[src/fca_pkg.sv]
// ---------------------------------------------------------------------------
// fca_pkg: shared types and constants for the correlator accumulator
// Holds the field widths, the twiddle table, the state type and the
// request that passes from the frame front end to the transform back end.
// ---------------------------------------------------------------------------
package fca_pkg;

    localparam int SAMPLE_W = 16;
    localparam int WORK_W   = 24;
    localparam int PROD_W   = 2 * WORK_W;
    localparam int ACC_W    = 54;
    localparam int IDX_W    = 6;
    localparam int DEPTH    = 64;
    localparam int TW_W     = 16;
    localparam int SUM_W    = 48;

    localparam logic [0:0] REG_FRAMES = 1'b0;
    localparam logic [0:0] REG_POINTS = 1'b1;

    typedef enum logic [2:0] {
        ST_IDLE,
        ST_DFT,
        ST_ROUND,
        ST_ACC,
        ST_EMIT
    } t_state;

    // one completed frame handed to the back end
    typedef struct packed {
        logic [2:0] p;
        logic       emit;
    } t_job;

    // cosine of j*2*pi/64 in Q15, capped at 32767
    function automatic logic signed [TW_W-1:0] twid_cos(input logic [5:0] j);
        logic [4:0]  m;
        logic        neg;
        logic [14:0] t;
        begin
            if (j <= 6'd16) begin
                m = j[4:0]; neg = 1'b0;
            end else if (j <= 6'd32) begin
                m = 5'(6'd32 - j); neg = 1'b1;
            end else if (j <= 6'd48) begin
                m = 5'(j - 6'd32); neg = 1'b1;
            end else begin
                m = 5'(7'd64 - {1'b0, j}); neg = 1'b0;
            end
            case (m)
                5'd0:  t = 15'd32767;
                5'd1:  t = 15'd32610;
                5'd2:  t = 15'd32138;
                5'd3:  t = 15'd31357;
                5'd4:  t = 15'd30274;
                5'd5:  t = 15'd28899;
                5'd6:  t = 15'd27246;
                5'd7:  t = 15'd25330;
                5'd8:  t = 15'd23170;
                5'd9:  t = 15'd20788;
                5'd10: t = 15'd18205;
                5'd11: t = 15'd15447;
                5'd12: t = 15'd12540;
                5'd13: t = 15'd9512;
                5'd14: t = 15'd6393;
                5'd15: t = 15'd3212;
                default: t = 15'd0;
            endcase
            twid_cos = neg ? -$signed({1'b0, t}) : $signed({1'b0, t});
        end
    endfunction

endpackage

[src/fca_front.sv]
// ---------------------------------------------------------------------------
// fca_front: frame capture
// Writes sample pairs into the frame store, counts pairs and frames and
// posts a job when a frame is complete. The top level holds off writes while busy.
// ---------------------------------------------------------------------------
module fca_front
    import fca_pkg::*;
(
    input  logic                       i_clk,
    input  logic                       i_rst_n,
    input  logic                       i_wr,
    input  logic signed [SAMPLE_W-1:0] i_sample_a,
    input  logic signed [SAMPLE_W-1:0] i_sample_b,
    input  logic [10:0]                i_frames,
    input  logic [2:0]                 i_points,
    input  logic                       i_job_full,
    output logic                       o_job_push,
    output t_job                       o_job,
    output logic [IDX_W-1:0]           o_wr_addr,
    output logic                       o_wr_en
);

    logic [6:0]  r_pair;
    logic [10:0] r_frames_done;
    logic [6:0]  n_pair;
    logic [2:0]  w_p;
    logic [6:0]  w_n;
    logic [10:0] w_target;
    logic [10:0] n_frames_done;

    always_comb begin
        w_p = (i_points < 3'd2) ? 3'd2 : ((i_points > 3'd6) ? 3'd6 : i_points);
        w_n = 7'(1) << w_p;
        w_target = (i_frames == 11'd0) ? 11'd1 : i_frames;
        n_pair = r_pair + 7'd1;
        n_frames_done = r_frames_done + 11'd1;
        o_wr_addr = r_pair[IDX_W-1:0];
        o_wr_en = i_wr;
        o_job_push = i_wr && (n_pair >= w_n);
        o_job.p = w_p;
        o_job.emit = n_frames_done >= w_target;
    end

    always_ff @(posedge i_clk) begin
        if (!i_rst_n) begin
            r_pair <= '0;
            r_frames_done <= '0;
        end else if (i_wr) begin
            if (o_job_push) begin
                r_pair <= '0;
                r_frames_done <= o_job.emit ? 11'd0 : n_frames_done;
            end else begin
                r_pair <= n_pair;
            end
        end
    end

`ifndef SYNTHESIS
    a_no_push_full: assert property (@(posedge i_clk) disable iff (!i_rst_n)
        !(o_job_push && i_job_full)) else $error("job posted into full queue");
    a_pair_reset: assert property (@(posedge i_clk) disable iff (!i_rst_n)
        o_job_push |=> r_pair == 7'd0) else $error("pair count not cleared");
    a_pair_range: assert property (@(posedge i_clk) disable iff (!i_rst_n)
        r_pair < 7'd64) else $error("pair count out of range");
`endif

endmodule

[config.mk]
export PLATFORM = sky130hd
export DESIGN_NAME = fca_front
export DESIGN_NICKNAME = d
export VERILOG_FILES = /design/src/fca_pkg.sv /design/src/fca_front.sv
export SDC_FILE = /design/constraint.sdc
export NUM_CORES = 1
export LEC_CHECK = 0
export ABC_AREA = 1
export BUFFER_PORTS_ARGS = -buffer_cell sky130_fd_sc_hd__buf_2
export CORE_MARGIN = 10
export CORE_UTILIZATION = 50
export CTS_CLUSTER_SIZE = 30
export DETAILED_ROUTE_END_ITERATION = 8
export HOLD_SLACK_MARGIN = 0.06
export PLACE_DENSITY = 0.81
export SETUP_SLACK_MARGIN = 0.1
export SYNTH_ARGS = -nofsm -noshare
export SYNTH_HDL_FRONTEND = slang
export SYNTH_SLANG_ARGS = --single-unit
[constraint.sdc]
create_clock -name i_clk -period 3.3 [get_ports i_clk]
set_input_delay 0.495 -clock i_clk [delete_from_list [all_inputs] [get_ports i_clk]]
set_output_delay 0.495 -clock i_clk [all_outputs]
set_load 0.005 [all_outputs]
==> results of run 1 <==
## worst paths after layout
| kind | endpoint | slack [ns] | cells past startpoint |
|---|---|---|---|
| setup / recovery | o_job[0] | 0.29 | 14 |
| hold / removal | r_frames_done[5] | 0.49 | 2 |
| hold reg to reg | r_frames_done[5] | 0.49 | 2 |
| setup reg to reg | r_frames_done[10] | 0.77 | 19 |
## placed cells by master (no fill, tap or decap), drive strengths merged
master and count:
buf 32, a31o 1, a21oi 15, o21ai 7
nand2 77, nand4 1, dfxtp 18, nor4 1
nand3b 3, clkinv 1, conb 2, inv 44
nand3 13, xor2 9, nor2 27, ha 20
xnor2 1, nor3 5, o21a 1, clkbuf 4
## flip-flops by register name, indices dropped and copies added (netlist names)
| register | count |
|---|---|
| r_frames_done | 11 |
| r_pair | 7 |
## kinds of logic after synthesis
logic type	synth area share [%]
AO/OA/AOI/OAI	8.173
XOR/XNOR	5.201
adder cells (fa/ha/maj)	14.86
buffers and inverters	13.67
flip-flops	21.40
other	0.4459
AND/OR/NAND/NOR	36.26
## layout make-up
class | count | area share [%]
clock buffer | 4 | 1.907
tap | 46 | 3.024
inverter | 45 | 8.876
sequential | 18 | 19.26
multi-input combinational | 183 | 57.99
timing repair buffer | 32 | 8.941
## power breakdown
part           switching (mW)  internal, mW  leakage (nW)
logic                   0.109        0.0665         0.882
registers              0.0115         0.228         0.147
clock network          0.0755        0.0674        0.0210
total                   0.196         0.362          1.05
## cell usage after synthesis
cell      number  area, µm²
a31o_2         1      8.760
nand2_2        2      12.51
ha_1          20      250.2
a21oi_2        3      26.28
nor3_1         1      5.000
dfxtp_1       18      360.4
nand2_1       73      274.0
nor2_1        19      71.32
xnor2_1        1      8.760
o21a_1         1      7.510
o21ai_1        4      20.02
nor2_8         1      20.02
o21ai_0        3      15.01
nand3_1       13      65.06
inv_1         38      142.6
nor2_2         4      25.02
xor2_1         9      78.83
nor3_2         3      30.03
nand4_1        1      6.260
buf_4          7      52.55
nand3b_1       3      22.52
clkbuf_1       1      3.750
nor4_1         1      6.260
nor3_4         1      16.27
nor2_4         3      33.78
a21oi_1       12      60.06
clkinv_1       1      3.750
conb_1         2      7.510
nand2_4        2      22.52
buf_2          1      5.000
inv_2          6      22.52
## timing repair
action                                  4_1_cts  5_1_grt
buffers inserted                              0        3
hold endpoints to repair                      0        0
endpoints found under the setup margin        0        2
gates resized for setup                       0        6
## metal layers
metal	track usage, %	up-vias	share of wire [%]
met5	0	-	0
met4	4.839	0	1.5
met3	2.961	4	5.3
met2	20.23	29	48
met1	12.48	674	45
li1	-	833	-
## worst min-delay path, stage by stage, from the launching register on
cell,delay [ns]
dfxtp_1,0.34
nand2_1,0.06
o21ai_1,0.05
==> results.md, run 1 <==
- Crit-path cells: ha_2, nand2_2, nor3_4, nand2_1, xor2_2, inv_1, ha_1, nand2_1, inv_1, a21oi_1, nand2_1, nor2_4, inv_1, buf_2
- Starting Density: 51.28%
- DR DRC count: 0
- Finish-stage setup viols: 0
- Grt total ovfl: 0
- H-Tree Depth: 1
- Via count: 1540
- RR Startpoint: r_frames_done[1]
- Nets: 353
- DP HPWL: 2.793 mm
- N_diodes: 0
- Core region area: 3284 µm²
- RSZ-0062 raised after global routing: true
- Cell area power density: 293.1 nW/µm²
- Clock Tree Root: clkbuf_4
- Final WL: 3.363 mm
- #FFs+latches synth: 18
- Total power: 557.7 µW
- DR vias/cell: 4.695
- Antenna violations before repair: 0
- Slowest-stage cell, CP: dfxtp_1
- Num CTS Buffers: 3
- Later-pin clock latency in the skew report: 0.31 ns
- Layout Skew: 0.01049 ns
- DP Worst Slack: 0.4548 ns
- Die area: 6089 µm²
- Initial DRT Pass Iterations: 4
- Netlist cell types: 31
- CP startpoint: r_frames_done[1]
- Largest stage delay, worst path: 0.37 ns
- CP Max Fanout: 3
- Register area: 366.6 µm²
- Minimum clock period: 3.011 ns
- Layout cells sized above 1: 23.76%
- Ports: 62
- Net Count, Synth: 325
- Final hold slack: 0.4859 ns
- Max-Cap Viols: 0
- Maximum vdd drop: 0.0001109 V
- Clock sink total: 18
- GRT Total Usage: 11.37%
- Non-filler cells, final: 328
- Kind of critical path: flop to output port
- F_max: 332.1 MHz
- Die X: 78.04 µm
- Rows: 21
- Mapped Area: 1684 µm²
- Final worst slack: 0.2890 ns
- Routed WL per cell: 10.25 µm
- Placed cells: 321
- First-pass GRT wire length: 6.023 mm
- Vias in the first global route: 1512
- Final period util: 91.24%
- Final slew viol count: 0
- Final Wtd Congestion: 0.8223
- Fill cell count: 320
- Port bufs: 28
- Worst Setup End Kind: output port
- Area of the multi-input gates: 1104 µm²
- Area Overhead vs Synth: 13.00%
- CTS tree: yes
- Detailed Route Iter0 Violations: 38
- Placed Area: 1828 µm²
- ANT nets after route: 0
- Ys Warns: 0
- Sequential-to-total area share from yosys stat: 21.40%
- Largest net degree at the start of global routing: 11
- Final core occ: 57.94%
- Design area: 1903 µm²
- Top delay family on crit path: simple AND/OR/NAND/NOR gates
- Avg Cell Area, Syn: 6.604 µm²
- Post-route setup TNS: 0 ns
- Reg clk slew, reported paths: 0.12 ns
- Status: finished clean
- Die Y: 78.04 µm
- Required time worst endpoint: 2.80 ns
- Post-Syn Instances: 255
- Critical path arrival: 2.52 ns
- Max Root-Sink Buffers: 2
- HP Start: r_frames_done[5]
- Crit path buf inv count: 4
- Critical Path Start Type: flop
- Final hold violations: 0
- Hold-fix buffers, CTS: 0
- HP Class: flop to flop
- P_leak: 1.050 nW
No activity file was read; power rests on OpenSTA's default activity.
==> inputs of run 2 (changes only) <==
Settings changed: CAP_MARGIN set to 20, CORE_MARGIN 10 to not set.
==> run 2 against run 1 <==
  * Core utilization rose by 2.4 points
  * Total power fell by 0.24%
  * Clock power is essentially flat
  * Non-clock buffer count shrank 1
  * Register-to-register slack worse by 0.07 ns
  * Combinational power about the same
  * Critical path type unchanged
==> results.md, run 2 (same netlist as run 1, synthesis figures left out) <==
- P_leak: 1.048 nW (-0.20%)
- Fill cell count: 302 (-5.6%)
- Initial DRT Pass Iterations: 4 (unchanged)
- DR DRC count: 0 (unchanged)
- Starting Density: 53.84% (+2.6 points)
- Layout cells sized above 1: 22.78% (-0.98 points)
- Kind of critical path: flop to output port
- Area Overhead vs Synth: 12.04%
- Final slew viol count: 0 (unchanged)
- Final Wtd Congestion: 0.8113 (-1.3%)
- GRT Total Usage: 19.94% (+8.6 points)
- Highest-count cells in the layout ignoring fill and taps: 73 x nand2_1, 38 x inv_1, 28 x buf_2, 20 x ha_1, 19 x nor2_1
- Core region area: 3128 µm² (-4.8%)
- Die area: 3604 µm² (-41%)
- Cell area power density: 294.9 nW/µm² (+0.62%)
- Ports: 62 (unchanged)
- Antenna violations before repair: 0 (unchanged)
- Layout Skew: 0.001698 ns (-0.008790 ns)
- Largest net degree at the start of global routing: 11 (unchanged)
- Crit path buf inv count: 5 (+1)
- Detailed Route Iter0 Violations: 74 (+95%)
- Worst Setup End Kind: output port
- Required time worst endpoint: 2.80 ns (about the same)
- Reg with most FFs: r_frames_done
- HP Class: flop to flop
- Status: finished clean
- Largest stage delay, worst path: 0.39 ns (+0.02 ns)
- Critical path arrival: 2.61 ns (+0.09 ns)
- Vias in the first global route: 1349 (-11%)
- Maximum vdd drop: 0.0001525 V (+37%)
- Max-Cap Viols: 0 (unchanged)
- Total power: 556.4 µW (-0.24%)
- Most common cell after layout, fill and taps aside: nand2_1
- Reg clk slew, reported paths: 0.11 ns (about the same)
- DR vias/cell: 4.797 (+2.2%)
- Final WL: 3.214 mm (-4.4%)
- Clock sink total: 18 (unchanged)
- Port bufs: 28 (unchanged)
- Die X: 60.04 µm (-23%)
- Via count: 1559 (+1.2%)
- Clock Tree Root: clkbuf_4
- Slowest-stage cell, CP: dfxtp_2
- Top delay family on crit path: simple AND/OR/NAND/NOR gates
- Critical Path Start Type: flop
- Design area: 1887 µm² (-0.85%)
- Rows: 20 (-4.8%)
- Max Root-Sink Buffers: 2 (unchanged)
- Most frequent CP cell: nand2_1
- Placed Area: 1826 µm² (-0.14%)
- Finish-stage setup viols: 0 (unchanged)
- Largest register FFs: 11 (unchanged)
- Minimum clock period: 3.110 ns (+0.09871 ns)
- Final core occ: 60.32% (+2.4 points)
- Post-route setup TNS: 0 ns (unchanged)
- Nets: 352 (-0.28%)
- Crit-path cells: ha_1, nand2_2, nor3_4, nand2_1, xor2_2, inv_1, ha_1, nand2_1, inv_1, nand2_1, inv_1, nand2_1, nand2_1, nor2_4, inv_1, buf_2
- DP HPWL: 2.573 mm (-7.9%)
- F_max: 321.6 MHz (-3.2%)
- Num CTS Buffers: 3 (unchanged)
- Die Y: 60.04 µm (-23%)
- Largest regs: r_frames_done (11), r_pair (7)
- Final hold violations: 0 (unchanged)
- First-pass GRT wire length: 5.388 mm (-11%)
- N_diodes: 0 (unchanged)
- Routed WL per cell: 9.889 µm (-3.5%)
- Grt total ovfl: 0 (unchanged)
- ANT nets after route: 0 (unchanged)
- Final period util: 94.23% (+3.0 points)
- RSZ-0062 raised after global routing: true
- Later-pin clock latency in the skew report: 0.30 ns (about the same)
- Hold-fix buffers, CTS: 0 (unchanged)
- CTS tree: yes
- CP Max Fanout: 5 (+2)
- H-Tree Depth: 1 (unchanged)
run 2: timing repair:
item	4_1_cts	5_1_grt
gates resized for setup	0	3
setup buffers	0	2
endpoints found under the setup margin	0	2
run 2: power by group:
group / internal [mW] / total (mW) / switching, mW / leakage (nW)
sequential: 0.228 / 0.239 / 0.0118 / 0.147
combinational: 0.0656 / 0.174 / 0.108 / 0.880
clock: 0.0674 / 0.143 / 0.0758 / 0.0210
total: 0.361 / 0.556 / 0.196 / 1.05
run 2: worst min-delay path, cell delays in order (launching register included):
cell	delay (ns)
dfxtp_1	0.34
nand2_1	0.06
o21ai_1	0.05
run 2: metrics by stage:
step           setup WS (ns)  std cells  hold slack [ns]
6_report              0.1903        325           0.4847
5_1_grt            0.0009606        325           0.4826
4_1_cts               0.1321        323           0.4797
3_5_place_dp          0.4982        319           0.4646
3_3_place_gp          0.5135        319           0.4577
2_1_floorplan         0.7621        255           0.4415
run 2: worst paths after layout:
path | from | to | slack [ns] | depth (start not counted)
worst max-delay path | r_frames_done[0] | o_job[0] | 0.19 | 16
worst min-delay path | r_frames_done[5] | r_frames_done[5] | 0.48 | 2
worst max register to register | r_frames_done[0] | r_frames_done[10] | 0.70 | 19
worst min register to register | r_frames_done[5] | r_frames_done[5] | 0.48 | 2
run 2: layer usage:
metal	vias to the layer above	routed length, µm	part of all wire (%)	GRT usage (%)
li1	834	-	-	-
met1	689	1529	48	24.05
met2	32	1536	48	35.87
met3	4	106	3.3	2.597
met4	0	42	1.3	6.977
met5	-	0	0	0
run 2: cell type report:
class	instances	area, µm²	share of cell area [%]
clock buffers	4	36.28	1.923
flip-flops and latches	18	362.8	19.23
inverters	45	168.9	8.952
well taps	44	55.05	2.918
repair buffers	31	162.7	8.621
multi-input cells	183	1101	58.36
